**src/sv/lpr_pkg.sv**
```systemverilog
// Shared types and constants for the LRU page replacement core.
// No dependencies; every other file imports this package.
package lpr_pkg;

	// Fixed field widths of the channels and the configuration register
	localparam int PAGE_NUM_W  = 16;
	localparam int FRAME_IDX_W = 3;
	localparam int FAULT_CNT_W = 16;
	localparam int CFG_W       = 4;

	localparam logic [CFG_W-1:0]       CFG_RESET = 4'd8;
	localparam logic [FAULT_CNT_W-1:0] FAULT_MAX = 16'hFFFF;

	// Controller to datapath commands
	typedef struct packed {
		logic start;    // input transfer, clear the search results
		logic scan_rd;  // read one frame and step the scan index
		logic commit;   // apply the update and load the result register
	} lpr_cmd_t;

	// Datapath to controller status
	typedef struct packed {
		logic scan_last;  // scan index sits on the last active frame
	} lpr_sts_t;

endpackage

```
**src/sv/lpr_in_if.sv**
```systemverilog
// Page reference channel: valid/ready handshake with the page number.
// Depends on lpr_pkg.
interface lpr_in_if import lpr_pkg::*; ();

	logic                  valid;
	logic                  ready;
	logic [PAGE_NUM_W-1:0] page_number;

	modport source (output valid, output page_number, input ready);
	modport sink (input valid, input page_number, output ready);

endinterface

```
**src/sv/lpr_out_if.sv**
```systemverilog
// Result channel: valid/ready handshake with the replacement outcome.
// Depends on lpr_pkg.
interface lpr_out_if import lpr_pkg::*; ();

	logic                   valid;
	logic                   ready;
	logic                   fault_flag;
	logic [FRAME_IDX_W-1:0] frame_index;
	logic                   evicted_valid;
	logic [PAGE_NUM_W-1:0]  evicted_page;
	logic [FAULT_CNT_W-1:0] fault_count;

	modport source (output valid, output fault_flag, output frame_index,
		output evicted_valid, output evicted_page, output fault_count, input ready);
	modport sink (input valid, input fault_flag, input frame_index,
		input evicted_valid, input evicted_page, input fault_count, output ready);

endinterface

```
**src/sv/lpr_ctrl.sv**
```systemverilog
// Sequencing state machine of the LRU page replacement core.
// Depends on lpr_pkg; drives lpr_dpath through lpr_cmd_t.
module lpr_ctrl import lpr_pkg::*; (
	input  logic     clk,
	input  logic     arst_n,
	input  logic     in_valid,
	output logic     in_ready,
	output logic     out_valid,
	input  logic     out_ready,
	input  lpr_sts_t sts,
	output lpr_cmd_t cmd
);

	localparam logic [1:0] S_IDLE   = 2'd0;
	localparam logic [1:0] S_SCAN   = 2'd1;
	localparam logic [1:0] S_DRAIN  = 2'd2;
	localparam logic [1:0] S_UPDATE = 2'd3;

	logic [1:0] state_q;
	logic [1:0] state_d;
	logic       out_valid_q;
	logic       out_free;

	// Result register can take a new result this cycle
	assign out_free  = !out_valid_q || out_ready;
	assign in_ready  = (state_q == S_IDLE);
	assign out_valid = out_valid_q;

	// Next state and commands
	always_comb begin
		state_d = state_q;
		cmd     = '0;
		unique case (state_q)
			S_IDLE: begin
				if (in_valid) begin
					cmd.start = 1'b1;
					state_d   = S_SCAN;
				end
			end
			S_SCAN: begin
				cmd.scan_rd = 1'b1;
				if (sts.scan_last) begin
					state_d = S_DRAIN;
				end
			end
			S_DRAIN: begin
				state_d = S_UPDATE;
			end
			S_UPDATE: begin
				if (out_free) begin
					cmd.commit = 1'b1;
					state_d    = S_IDLE;
				end
			end
			default: begin
				state_d = S_IDLE;
			end
		endcase
	end

	// State and result valid flag
	always_ff @(posedge clk or negedge arst_n) begin
		if (!arst_n) begin
			state_q     <= S_IDLE;
			out_valid_q <= 1'b0;
		end else begin
			state_q <= state_d;
			if (cmd.commit) begin
				out_valid_q <= 1'b1;
			end else if (out_ready) begin
				out_valid_q <= 1'b0;
			end
		end
	end

	// A transfer always starts a scan
	a_start_scan: assert property (@(posedge clk) disable iff (!arst_n)
		cmd.start |=> (state_q == S_SCAN))
		else $error("accepted reference did not start a scan");

	// A pending update waits while the result register is still full
	a_update_hold: assert property (@(posedge clk) disable iff (!arst_n)
		(state_q == S_UPDATE && !out_free) |=> (state_q == S_UPDATE && out_valid_q))
		else $error("update left while result register was occupied");

endmodule

```
**src/sv/lpr_dpath.sv**
```systemverilog
// Datapath of the LRU page replacement core: page memory, valid bits,
// recency ranks, frame scan, fault counter and result register. Depends on lpr_pkg.
module lpr_dpath import lpr_pkg::*; #(
	parameter int FRAMES    = 8,
	parameter int PAGE_BITS = 16
) (
	input  logic                   clk,
	input  logic                   arst_n,
	input  lpr_cmd_t               cmd,
	output lpr_sts_t               sts,
	input  logic                   cfg_we,
	input  logic [CFG_W-1:0]       cfg_wdata,
	input  logic [PAGE_NUM_W-1:0]  in_page,
	output logic                   fault_flag,
	output logic [FRAME_IDX_W-1:0] frame_index,
	output logic                   evicted_valid,
	output logic [PAGE_NUM_W-1:0]  evicted_page,
	output logic [FAULT_CNT_W-1:0] fault_count
);

	localparam int IW = (FRAMES > 1) ? $clog2(FRAMES) : 1;
	localparam int CW = ($clog2(FRAMES + 1) > CFG_W) ? $clog2(FRAMES + 1) : CFG_W;
	localparam logic [IW-1:0] RANK_MAX = IW'(FRAMES - 1);

	// Frame contents
	logic [PAGE_BITS-1:0] page_mem [FRAMES];
	logic [FRAMES-1:0]    valid_q;
	logic [IW-1:0]        rank_q [FRAMES];

	logic [CFG_W-1:0]       frames_in_use_q;
	logic [PAGE_BITS-1:0]   page_q;
	logic [FAULT_CNT_W-1:0] fault_q;
	logic [FAULT_CNT_W-1:0] fault_d;

	// Scan and search results
	logic [IW-1:0]        scan_idx_q;
	logic                 eval_vld_s1;
	logic [IW-1:0]        eval_idx_s1;
	logic [PAGE_BITS-1:0] rd_page_s1;
	logic                 hit_q;
	logic [IW-1:0]        hit_idx_q;
	logic                 empty_q;
	logic [IW-1:0]        empty_idx_q;
	logic [IW-1:0]        best_q;
	logic [IW-1:0]        vic_idx_q;
	logic [PAGE_BITS-1:0] vic_page_q;

	logic [CW-1:0] fiu_ext;
	logic [CW-1:0] n_act;
	logic [IW-1:0] last_idx;
	logic [IW-1:0] slot;
	logic [IW-1:0] age_lim;
	logic          evict;
	logic          eval_valid;
	logic [IW-1:0] eval_rank;

	// Active frame count, clamped to 1..FRAMES
	assign fiu_ext = CW'(frames_in_use_q);
	always_comb begin
		if (fiu_ext == '0) begin
			n_act = CW'(1);
		end else if (fiu_ext > CW'(FRAMES)) begin
			n_act = CW'(FRAMES);
		end else begin
			n_act = fiu_ext;
		end
	end
	assign last_idx      = IW'(n_act - CW'(1));
	assign sts.scan_last = (scan_idx_q == last_idx);

	// Frame chosen for this reference and the rank bound for ageing
	assign evict   = !hit_q && !empty_q;
	assign slot    = hit_q ? hit_idx_q : (empty_q ? empty_idx_q : vic_idx_q);
	assign age_lim = hit_q ? rank_q[slot] : RANK_MAX;
	assign fault_d = (!hit_q && fault_q != FAULT_MAX) ? fault_q + 1'b1 : fault_q;

	assign eval_valid = valid_q[eval_idx_s1];
	assign eval_rank  = rank_q[eval_idx_s1];

	// Configuration register
	always_ff @(posedge clk or negedge arst_n) begin
		if (!arst_n) begin
			frames_in_use_q <= CFG_RESET;
		end else if (cfg_we) begin
			frames_in_use_q <= cfg_wdata;
		end
	end

	// Page memory: one write port, one registered read port
	always_ff @(posedge clk) begin
		if (cmd.commit && !hit_q) begin
			page_mem[slot] <= page_q;
		end
		if (cmd.scan_rd) begin
			rd_page_s1 <= page_mem[scan_idx_q];
		end
	end

	// Scan index and evaluation stage
	always_ff @(posedge clk or negedge arst_n) begin
		if (!arst_n) begin
			scan_idx_q  <= '0;
			eval_vld_s1 <= 1'b0;
		end else begin
			eval_vld_s1 <= cmd.scan_rd;
			if (cmd.start) begin
				scan_idx_q <= '0;
			end else if (cmd.scan_rd && !sts.scan_last) begin
				scan_idx_q <= scan_idx_q + 1'b1;
			end
		end
	end

	always_ff @(posedge clk) begin
		if (cmd.start) begin
			page_q <= PAGE_BITS'(in_page);
		end
		if (cmd.scan_rd) begin
			eval_idx_s1 <= scan_idx_q;
		end
	end

	// Search flags: first hit, first empty frame, largest rank
	always_ff @(posedge clk or negedge arst_n) begin
		if (!arst_n) begin
			hit_q   <= 1'b0;
			empty_q <= 1'b0;
			best_q  <= '0;
		end else if (cmd.start) begin
			hit_q   <= 1'b0;
			empty_q <= 1'b0;
			best_q  <= '0;
		end else if (eval_vld_s1) begin
			if (!hit_q && eval_valid && rd_page_s1 == page_q) begin
				hit_q <= 1'b1;
			end
			if (!empty_q && !eval_valid) begin
				empty_q <= 1'b1;
			end
			if (eval_rank > best_q) begin
				best_q <= eval_rank;
			end
		end
	end

	always_ff @(posedge clk) begin
		if (eval_vld_s1) begin
			if (!hit_q && eval_valid && rd_page_s1 == page_q) begin
				hit_idx_q <= eval_idx_s1;
			end
			if (!empty_q && !eval_valid) begin
				empty_idx_q <= eval_idx_s1;
			end
			// frame 0 is the victim unless a larger rank turns up
			if (eval_idx_s1 == '0 || eval_rank > best_q) begin
				vic_idx_q  <= eval_idx_s1;
				vic_page_q <= rd_page_s1;
			end
		end
	end

	// Recency ranks, valid bits and fault total
	always_ff @(posedge clk or negedge arst_n) begin
		if (!arst_n) begin
			valid_q <= '0;
			fault_q <= '0;
			for (int i = 0; i < FRAMES; i++) begin
				rank_q[i] <= '0;
			end
		end else if (cmd.commit) begin
			fault_q <= fault_d;
			for (int i = 0; i < FRAMES; i++) begin
				if (IW'(i) == slot) begin
					rank_q[i]  <= '0;
					valid_q[i] <= 1'b1;
				end else if (IW'(i) <= last_idx && valid_q[i] && rank_q[i] < age_lim) begin
					rank_q[i] <= rank_q[i] + 1'b1;
				end
			end
		end
	end

	// Result register
	always_ff @(posedge clk) begin
		if (cmd.commit) begin
			fault_flag    <= !hit_q;
			frame_index   <= FRAME_IDX_W'(slot);
			evicted_valid <= evict;
			evicted_page  <= evict ? PAGE_NUM_W'(vic_page_q) : '0;
			fault_count   <= fault_d;
		end
	end

	// The scan never looks past the active frames
	a_scan_range: assert property (@(posedge clk) disable iff (!arst_n)
		eval_vld_s1 |-> (eval_idx_s1 <= last_idx))
		else $error("scan evaluated an inactive frame");

	// The frame just referenced becomes most recent and valid
	a_slot_recent: assert property (@(posedge clk) disable iff (!arst_n)
		cmd.commit |=> (rank_q[$past(slot)] == '0 && valid_q[$past(slot)]))
		else $error("referenced frame not made most recent");

	// The fault total never decreases
	a_fault_mono: assert property (@(posedge clk) disable iff (!arst_n)
		cmd.commit |=> (fault_q >= $past(fault_q)))
		else $error("fault total went down");

endmodule

```
**src/sv/lru_page_replacement_core.sv**
```systemverilog
// LRU page replacement core: one page reference in, one result out, with a
// controller (lpr_ctrl) and datapath (lpr_dpath). Depends on lpr_pkg, lpr_in_if, lpr_out_if.
//
// Keeps FRAMES fully associative page frames in least-recently-used order.
// Each reference scans the N active frames in turn, where N is
// the active frame count (frames_in_use clamped to 1..FRAMES): the scan reads
// one frame per cycle through the single read port of the page memory, then
// the drain state empties the read pipeline and the update state applies the update. The result
// sits in an output register, so a new reference is taken while the previous
// result still waits; the update stalls only if that register is still full.
// frames_in_use (cfg_wdata, 4 bits) is written when cfg_we is high and must
// only change while no reference is in flight. Frames above the active count
// keep their contents and come back into view if the count grows again.
module lru_page_replacement_core import lpr_pkg::*; #(
	parameter int FRAMES    = 8,
	parameter int PAGE_BITS = 16
) (
	input  logic             clk,
	input  logic             arst_n,
	input  logic             cfg_we,
	input  logic [CFG_W-1:0] cfg_wdata,
	lpr_in_if.sink           page_in,
	lpr_out_if.source        result_out
);

	lpr_cmd_t cmd;
	lpr_sts_t sts;

	lpr_ctrl u_ctrl (
		.clk       (clk),
		.arst_n    (arst_n),
		.in_valid  (page_in.valid),
		.in_ready  (page_in.ready),
		.out_valid (result_out.valid),
		.out_ready (result_out.ready),
		.sts       (sts),
		.cmd       (cmd)
	);

	lpr_dpath #(
		.FRAMES    (FRAMES),
		.PAGE_BITS (PAGE_BITS)
	) u_dpath (
		.clk           (clk),
		.arst_n        (arst_n),
		.cmd           (cmd),
		.sts           (sts),
		.cfg_we        (cfg_we),
		.cfg_wdata     (cfg_wdata),
		.in_page       (page_in.page_number),
		.fault_flag    (result_out.fault_flag),
		.frame_index   (result_out.frame_index),
		.evicted_valid (result_out.evicted_valid),
		.evicted_page  (result_out.evicted_page),
		.fault_count   (result_out.fault_count)
	);

endmodule
```
**src/flat_wrapper.sv**
```systemverilog
// flat-port wrapper written by rule: the top's interface ports become plain ports
module lru_page_replacement_core_flat import lpr_pkg::*;
#(
	parameter int FRAMES    = 8,
	parameter int PAGE_BITS = 16
)
  (clk, arst_n, cfg_we, cfg_wdata, page_in_valid, page_in_page_number, page_in_ready, result_out_valid, result_out_fault_flag, result_out_frame_index, result_out_evicted_valid, result_out_evicted_page, result_out_fault_count, result_out_ready);
  lpr_in_if page_in_i ();
  lpr_out_if result_out_i ();
  input  logic clk;
  input  logic arst_n;
  input  logic cfg_we;
  input  logic [CFG_W-1:0] cfg_wdata;
  input wire logic [$bits(page_in_i.valid)-1:0] page_in_valid;
  input wire logic [$bits(page_in_i.page_number)-1:0] page_in_page_number;
  output wire logic [$bits(page_in_i.ready)-1:0] page_in_ready;
  output wire logic [$bits(result_out_i.valid)-1:0] result_out_valid;
  output wire logic [$bits(result_out_i.fault_flag)-1:0] result_out_fault_flag;
  output wire logic [$bits(result_out_i.frame_index)-1:0] result_out_frame_index;
  output wire logic [$bits(result_out_i.evicted_valid)-1:0] result_out_evicted_valid;
  output wire logic [$bits(result_out_i.evicted_page)-1:0] result_out_evicted_page;
  output wire logic [$bits(result_out_i.fault_count)-1:0] result_out_fault_count;
  input wire logic [$bits(result_out_i.ready)-1:0] result_out_ready;
  assign page_in_i.valid = page_in_valid;
  assign page_in_i.page_number = page_in_page_number;
  assign page_in_ready = page_in_i.ready;
  assign result_out_valid = result_out_i.valid;
  assign result_out_fault_flag = result_out_i.fault_flag;
  assign result_out_frame_index = result_out_i.frame_index;
  assign result_out_evicted_valid = result_out_i.evicted_valid;
  assign result_out_evicted_page = result_out_i.evicted_page;
  assign result_out_fault_count = result_out_i.fault_count;
  assign result_out_i.ready = result_out_ready;
  lru_page_replacement_core #(.FRAMES(FRAMES), .PAGE_BITS(PAGE_BITS)) u_core (.clk(clk), .arst_n(arst_n), .cfg_we(cfg_we), .cfg_wdata(cfg_wdata), .page_in(page_in_i), .result_out(result_out_i));
endmodule
```
**config.mk**
```make
export PLATFORM = sky130hd
export DESIGN_NAME = lru_page_replacement_core_flat
export DESIGN_NICKNAME = d
export VERILOG_FILES = /design/src/sv/lpr_pkg.sv /design/src/sv/lpr_in_if.sv /design/src/sv/lpr_out_if.sv /design/src/sv/lpr_ctrl.sv /design/src/sv/lpr_dpath.sv /design/src/sv/lru_page_replacement_core.sv /design/src/flat_wrapper.sv
export SDC_FILE = /design/constraint.sdc
export NUM_CORES = 1
export LEC_CHECK = 0
export BUFFER_PORTS_ARGS = -buffer_cell sky130_fd_sc_hd__buf_2
export CAP_MARGIN = 30
export CORE_UTILIZATION = 25
export DETAILED_ROUTE_END_ITERATION = 10
export PLACE_DENSITY_LB_ADDON = 0.2
export SYNTH_ARGS = -nofsm -noshare
export SYNTH_HDL_FRONTEND = slang
export SYNTH_SLANG_ARGS = --single-unit
```
**constraint.sdc**
```tcl
create_clock -name clk -period 4.4 [get_ports clk]
set_clock_uncertainty 0.2 [all_clocks]
set_input_delay 0.44 -clock clk [delete_from_list [all_inputs] [get_ports clk]]
set_output_delay 0.44 -clock clk [all_outputs]
set_load 0.02 [all_outputs]
```
==> summary.txt, run 1 <==
Timing
  • WHS: 0.0293 ns
  • Worst-margin pin slew: 0.954 ns
  • Sum Neg Setup Slack: 0 ns
  • Tmin final: 3.83 ns
  • Final period util: 0.870
  • Max-slew headroom: 0.358
  • FMAX: 0.261 GHz
  • Final hold violations: 0
  • Fin. max-slew vios: 0
  • Final Setup Violations: 0
  • RSZ-0062 raised after global routing: no

Drt
  • Post-route DRC: 0
  • Post-route ant nets: 0
  • Detailed Route WL: 31.2 mm
  • Drt pass-1 iters: 5
  • Via density: 4.50
  • Drt initial violations: 565
  • Via count: 7431
  • WL per Instance: 18.9 µm

Cells and area
  • Area growth syn-to-layout: 20.2%
  • Final std cells w/o fill: 1653
  • Diodes inserted: 0
  • Fillers: 4986
  • Share of cells above drive strength 1: 0.246
  • Final net count: 1018
  • Area of the multi-input gates: 0.00429 mm²
  • Design area: 0.0155 mm²
  • Register area: 0.00836 mm²

Floorplan
  • Num rows: 82
  • Boundary Pins: 64
  • Die area: 0.0526 mm²
  • Core outline area: 0.0506 mm²
  • Die W: 229 µm
  • Height of the die: 229 µm
  • Starting Density: 0.256

Clock network
  • CTS sink cnt: 289
  • Clock Tree Buf Depth: 3
  • Cts bufs inserted: 34
  • H-tree depth: 2
  • Clk_lat worst skew: 0.55 ns
  • Post_cts resized: 0
  • CTS tree: yes
  • Reg clk slew, reported paths: 0.06 ns
  • Clk root buf: clkbuf_16

Worst setup path
  • Critical Path Source Type: register
  • Crit. End Element: register
  • CP Data Arrival Time: 3.81 ns
  • Req. time, crit path: 4.38 ns
  • Worst Path Max Fanout: 19
  • CP Class: register to register

Place
  • DPL Wire Length: 20.4 mm
  • Placed Instances: 1565
  • I/O Buffers: 63
  • Post-Place Cell Area: 0.0141 mm²
  • Final Wtd Congestion: 0.824

Yosys
  • Most frequent cell after synthesis: edfxtp_1
  • Area leader, netlist: edfxtp_1
  • Post-Syn Area: 0.0129 mm²
  • Post-synthesis register bit count: 289
  • Post-synth EDFFs: 225
  • Post-synthesis sequential area ratio: 0.646
  • Warnings from Yosys: 0
  • Synth top area share: 0.522
  • Post-synth top flop: edfxtp_1
  • Mapped Cells: 837
  • Async SR Flop Fraction: 0.221
  • Synth top cells by count: edfxtp_1, dfrtp_1, mux4_2, ha_1, nand2_1
  • Avg Cell Area, Syn: 15.4 µm²
  • Mapped Nets: 899
  • Synth unique cells: 70
  • Area contributors post-synth: edfxtp_1, dfrtp_1, mux4_2

Job
  • Max_cap viols: 0

GRT
  • First-pass GRT wire length: 47.7 mm
  • Congestion Overflow GR: 0
  • Initial antenna violation count: 0
  • Largest net degree at the start of global routing: 42
  • GRT Util Overall: 0.121
  • Number of global-route vias before repair: 7642

Power
  • Pwr/cell area: 652 mW/mm²
  • Pleak: 5.55 nW
  • Peak supply drop: 0.000271 V

Run status
  • Status: complete, no violations

Hold path
  • Worst min-delay path category: primary input to asynchronous set/reset pin
[cells by family after synthesis]
kind of cell    Yosys count  synth area share
compound gates          117            0.0653
mux                      82             0.108
xor+xnor                 51            0.0368
buf+inv                  65            0.0248
fa+ha+maj                37            0.0358
simple gates            196            0.0824
flops                   289             0.646
[final cells by class]
class                   count  area share
flip-flops and latches    289       0.538
multi-input cells         483       0.276
clock buffers              40      0.0562
well taps                 672      0.0541
repair buffers            121      0.0533
clock inverters            21      0.0160
inverters                  27     0.00652
[path summary, 6_finish.rpt]
path,from,endpoint,slack [ns],cells after the start
worst max-delay path,u_core.u_dpath.eval_idx_s1[0],u_core.u_dpath.vic_page_q[3],0.57,7
worst min-delay path,arst_n,u_core.u_dpath.fiu_ext[0],0.03,2
worst max register to register,u_core.u_dpath.eval_idx_s1[0],u_core.u_dpath.vic_page_q[3],0.57,7
worst min register to register,u_core.u_dpath.rd_page_s1[12],u_core.u_dpath.vic_page_q[12],0.27,0
max in group asynchronous,arst_n,u_core.u_dpath.scan_idx_q[0],3.03,4
min in group clk,result_out_ready,u_core.u_ctrl.out_valid,0.13,4
[per-stage QoR]
stage / worst slack (ns) / total power [mW] / utilization
after global routing: 0.271 / 10.7 / 0.307
final: 0.570 / 10.1 / 0.307
after detailed placement: 0.528 / 7.39 / 0.280
after global placement: 0.543 / 7.38 / 0.280
after CTS: 0.502 / 10.3 / 0.307
after floorplan: 0.418 / 6.33 / -
[power breakdown]
group	leakage (nW)	total, mW	switching [mW]	internal (mW)
Combinational	2.20	2.91	1.67	1.24
Clock	0.538	2.85	1.16	1.68
Sequential	2.81	4.38	0.558	3.82
Total	5.55	10.1	3.39	6.74
[repair_timing]
action | CTS | global route
setup buffers | 0 | 0
hold buffers | 26 | 0
endpoints found under the hold margin | 54 | 0
[layer usage]
metal / wire [µm] / global-route usage / part of all wire / up-vias
met5: 0 / 0 / 0 / -
met4: 636 / 0.0348 / 0.020 / 0
met3: 1240 / 0.0263 / 0.040 / 44
met2: 14500 / 0.191 / 0.47 / 127
met1: 14800 / 0.165 / 0.47 / 3759
li1: - / - / - / 3501
[sequential cells by signal, summed over array words and instances, names as in the netlist, 4 cells and up]
| signal | cells |
|---|---|
| u_core.u_dpath.page_mem | 128 |
| u_core.u_dpath.rank_q | 24 |
| u_core.u_dpath.evicted_page | 16 |
| u_core.u_dpath.fault_count | 16 |
| u_core.u_dpath.fault_q | 16 |
| u_core.u_dpath.page_q | 16 |
| u_core.u_dpath.rd_page_s1 | 16 |
| u_core.u_dpath.vic_page_q | 16 |
| u_core.u_dpath.valid_q | 8 |
| u_core.u_dpath.fiu_ext | 4 |
[cells in the final DEF (no fill, tap or decap), types with 14 or more instances in the layout]
cell type,n
clkbuf_16,34
xnor2_1,23
a21oi_1,24
dfrtp_1,62
edfxtp_1,225
buf_4,31
nand4_1,14
mux4_2,44
nand3_1,31
xor2_1,25
nor2_1,24
dlygate4sd3_1,26
mux2_2,25
inv_1,25
ha_1,37
nand2_1,37
buf_2,63
and2_1,20
[worst max-delay path, cell delays in order, from the launching register on]
cell and delay (ns):
edfxtp_1 0.79, mux4_2 0.60, mux2_2 0.32, ha_1 0.30
nor2b_1 0.12, o21ai_0 0.08, a21oi_1 0.40, or2_2 0.63
(Power assumes the default switching activity.)
==> run 2, diff against run 1 <==
CELL_PAD_IN_SITES_DETAIL_PLACEMENT = 1   (was not set)
CELL_PAD_IN_SITES_GLOBAL_PLACEMENT = 1   (was not set)
==> summary.txt, run 2 (synthesis gave the netlist of run 1 again) <==
Timing
  • Max-slew headroom: 0.303
  • Tmin final: 3.76 ns
  • Final hold violations: 0
  • Fin. max-slew vios: 0
  • Worst-margin pin slew: 1.04 ns
  • Sum Neg Setup Slack: 0 ns
  • Setup ws final: 0.644 ns
  • RSZ-0062 raised after global routing: no
  • FMAX: 0.266 GHz
  • Final period util: 0.854
  • Final Setup Violations: 0

Cells and area
  • Most common cell after layout, fill and taps aside: edfxtp_1
  • Commonest non-fill, non-tap cells in the layout: edfxtp_1, buf_2, dfrtp_1, mux4_2
  • Number of flip-flops in the largest register: 128
  • Final std cells w/o fill: 1645
  • Post-layout util: 0.305
  • Share of cells above drive strength 1: 0.242
  • Biggest regs: u_core.u_dpath.page_mem x128, u_core.u_dpath.rank_q x24
  • Design area: 0.0154 mm²
  • Area growth syn-to-layout: 19.5%
  • Final net count: 1014
  • Diodes inserted: 0
  • Biggest register: u_core.u_dpath.page_mem
  • Fillers: 5287

Clock network
  • Reg clk slew, reported paths: 0.06 ns
  • Clk root buf: clkbuf_16
  • CTS sink cnt: 289
  • CTS tree: yes
  • Post-CTS setup buffers: 0
  • Post_cts resized: 0
  • H-tree depth: 2
  • Clk_lat worst skew: 0.55 ns
  • Cts bufs inserted: 35
  • Clock Tree Buf Depth: 3

Drt
  • Post-route ant nets: 0
  • Detailed Route WL: 33.3 mm
  • Via density: 4.58
  • Via count: 7533
  • Post-route DRC: 0
  • Drt initial violations: 373
  • Drt pass-1 iters: 4
  • WL per Instance: 20.3 µm

GRT
  • Congestion Overflow GR: 0
  • Largest net degree at the start of global routing: 61
  • First-pass GRT wire length: 51.8 mm
  • GRT Util Overall: 0.131
  • Initial antenna violation count: 0
  • Number of global-route vias before repair: 8190

Power
  • Peak supply drop: 0.000241 V
  • Pwr/cell area: 653 mW/mm²
  • Pleak: 5.49 nW

Worst setup path
  • Worst path slowest cell: mux4_2
  • CP top delay family: compound AO/OA/AOI/OAI gates
  • Critical Path Source Type: register
  • Worst Path Max Fanout: 7
  • Crit. End Element: register
  • Req. time, crit path: 4.66 ns
  • CP Cell Sequence: buf_4 > o21a_1 > inv_1 > mux4_2 > o22ai_1 > ha_1 > a21o_1 > a211oi_1 > nand3_1 > or4b_1 > o211ai_1
  • CP Class: register to register
  • CP peak stage delay: 0.54 ns
  • CP Data Arrival Time: 4.02 ns
  • CP bufs+invs: 2

Floorplan
  • Die area: 0.0526 mm²
  • Boundary Pins: 64
  • Height of the die: 229 µm
  • Num rows: 82
  • Core outline area: 0.0506 mm²
  • Starting Density: 0.256
  • Die W: 229 µm

Place
  • I/O Buffers: 63
  • Worst slack at placement: 0.628 ns
  • Placed Instances: 1561
  • Post-Place Cell Area: 0.0141 mm²
  • DPL Wire Length: 21.8 mm
  • Final Wtd Congestion: 0.784

Run status
  • Status: complete, no violations

Job
  • Max_cap viols: 0

Hold path
  • Worst min-delay path category: primary input to asynchronous set/reset pin
-- run 2: cell count changes in the layout (fill, tap and decap cells not counted), sizes merged --
cell	previous run	this run
buf	95	90
inv	30	28
clkbuf	40	44
clkinv	12	8
clkinvlp	2	3
bufinv	4	2
-- run 2: metal layers --
layer	vias up	global-route usage	routed length (µm)
met5	-	0	0
met4	0	0.0390	754
met2	124	0.211	15900
li1	3471	-	-
met3	47	0.0255	1310
met1	3891	0.176	15400
-- run 2: worst paths after layout --
path,from,endpoint,slack [ns],cells past startpoint
min in group clk,u_core.u_dpath.rd_page_s1[8],u_core.u_dpath.vic_page_q[8],0.27,0
worst max-delay path,u_core.u_dpath.hit_q,u_core.u_dpath.rank_q[2],0.64,11
worst min-delay path,arst_n,u_core.u_ctrl.state_q[0],0.05,2
max in group asynchronous,arst_n,u_core.u_dpath.scan_idx_q[0],2.83,3
worst max register to register,u_core.u_dpath.hit_q,u_core.u_dpath.rank_q[2],0.64,11
worst min register to register,u_core.u_dpath.rd_page_s1[8],u_core.u_dpath.vic_page_q[8],0.27,0
-- run 2: what timing repair did --
item / in CTS / in global routing
hold buffers: 26 / 0
setup endpoints to repair: 0 / 0
endpoints found under the hold margin: 25 / 0
-- run 2: layout make-up --
class | instances | area, µm² | area share
Sequential cell | 289 | 8360 | 0.541
Multi-Input combinational cell | 483 | 4290 | 0.278
Clock buffer | 44 | 910 | 0.0589
Tap cell | 672 | 841 | 0.0544
Timing Repair Buffer | 116 | 778 | 0.0504
Clock inverter | 14 | 165 | 0.0107
Inverter | 27 | 101 | 0.00656
-- run 2: power by group --
| group | switching [mW] | leakage [nW] | internal [mW] |
|---|---|---|---|
| logic | 1.71 | 2.17 | 1.23 |
| clock network | 1.16 | 0.511 | 1.60 |
| registers | 0.575 | 2.81 | 3.82 |
-- run 2: stage by stage --
step / hold slack, ns / total power, mW
after floorplan: -0.0556 / 6.33
after global placement: 0.0792 / 7.41
after detailed placement: 0.0763 / 7.45
after CTS: 0.0254 / 10.3
after global routing: 0.0594 / 10.7
final: 0.0530 / 10.1
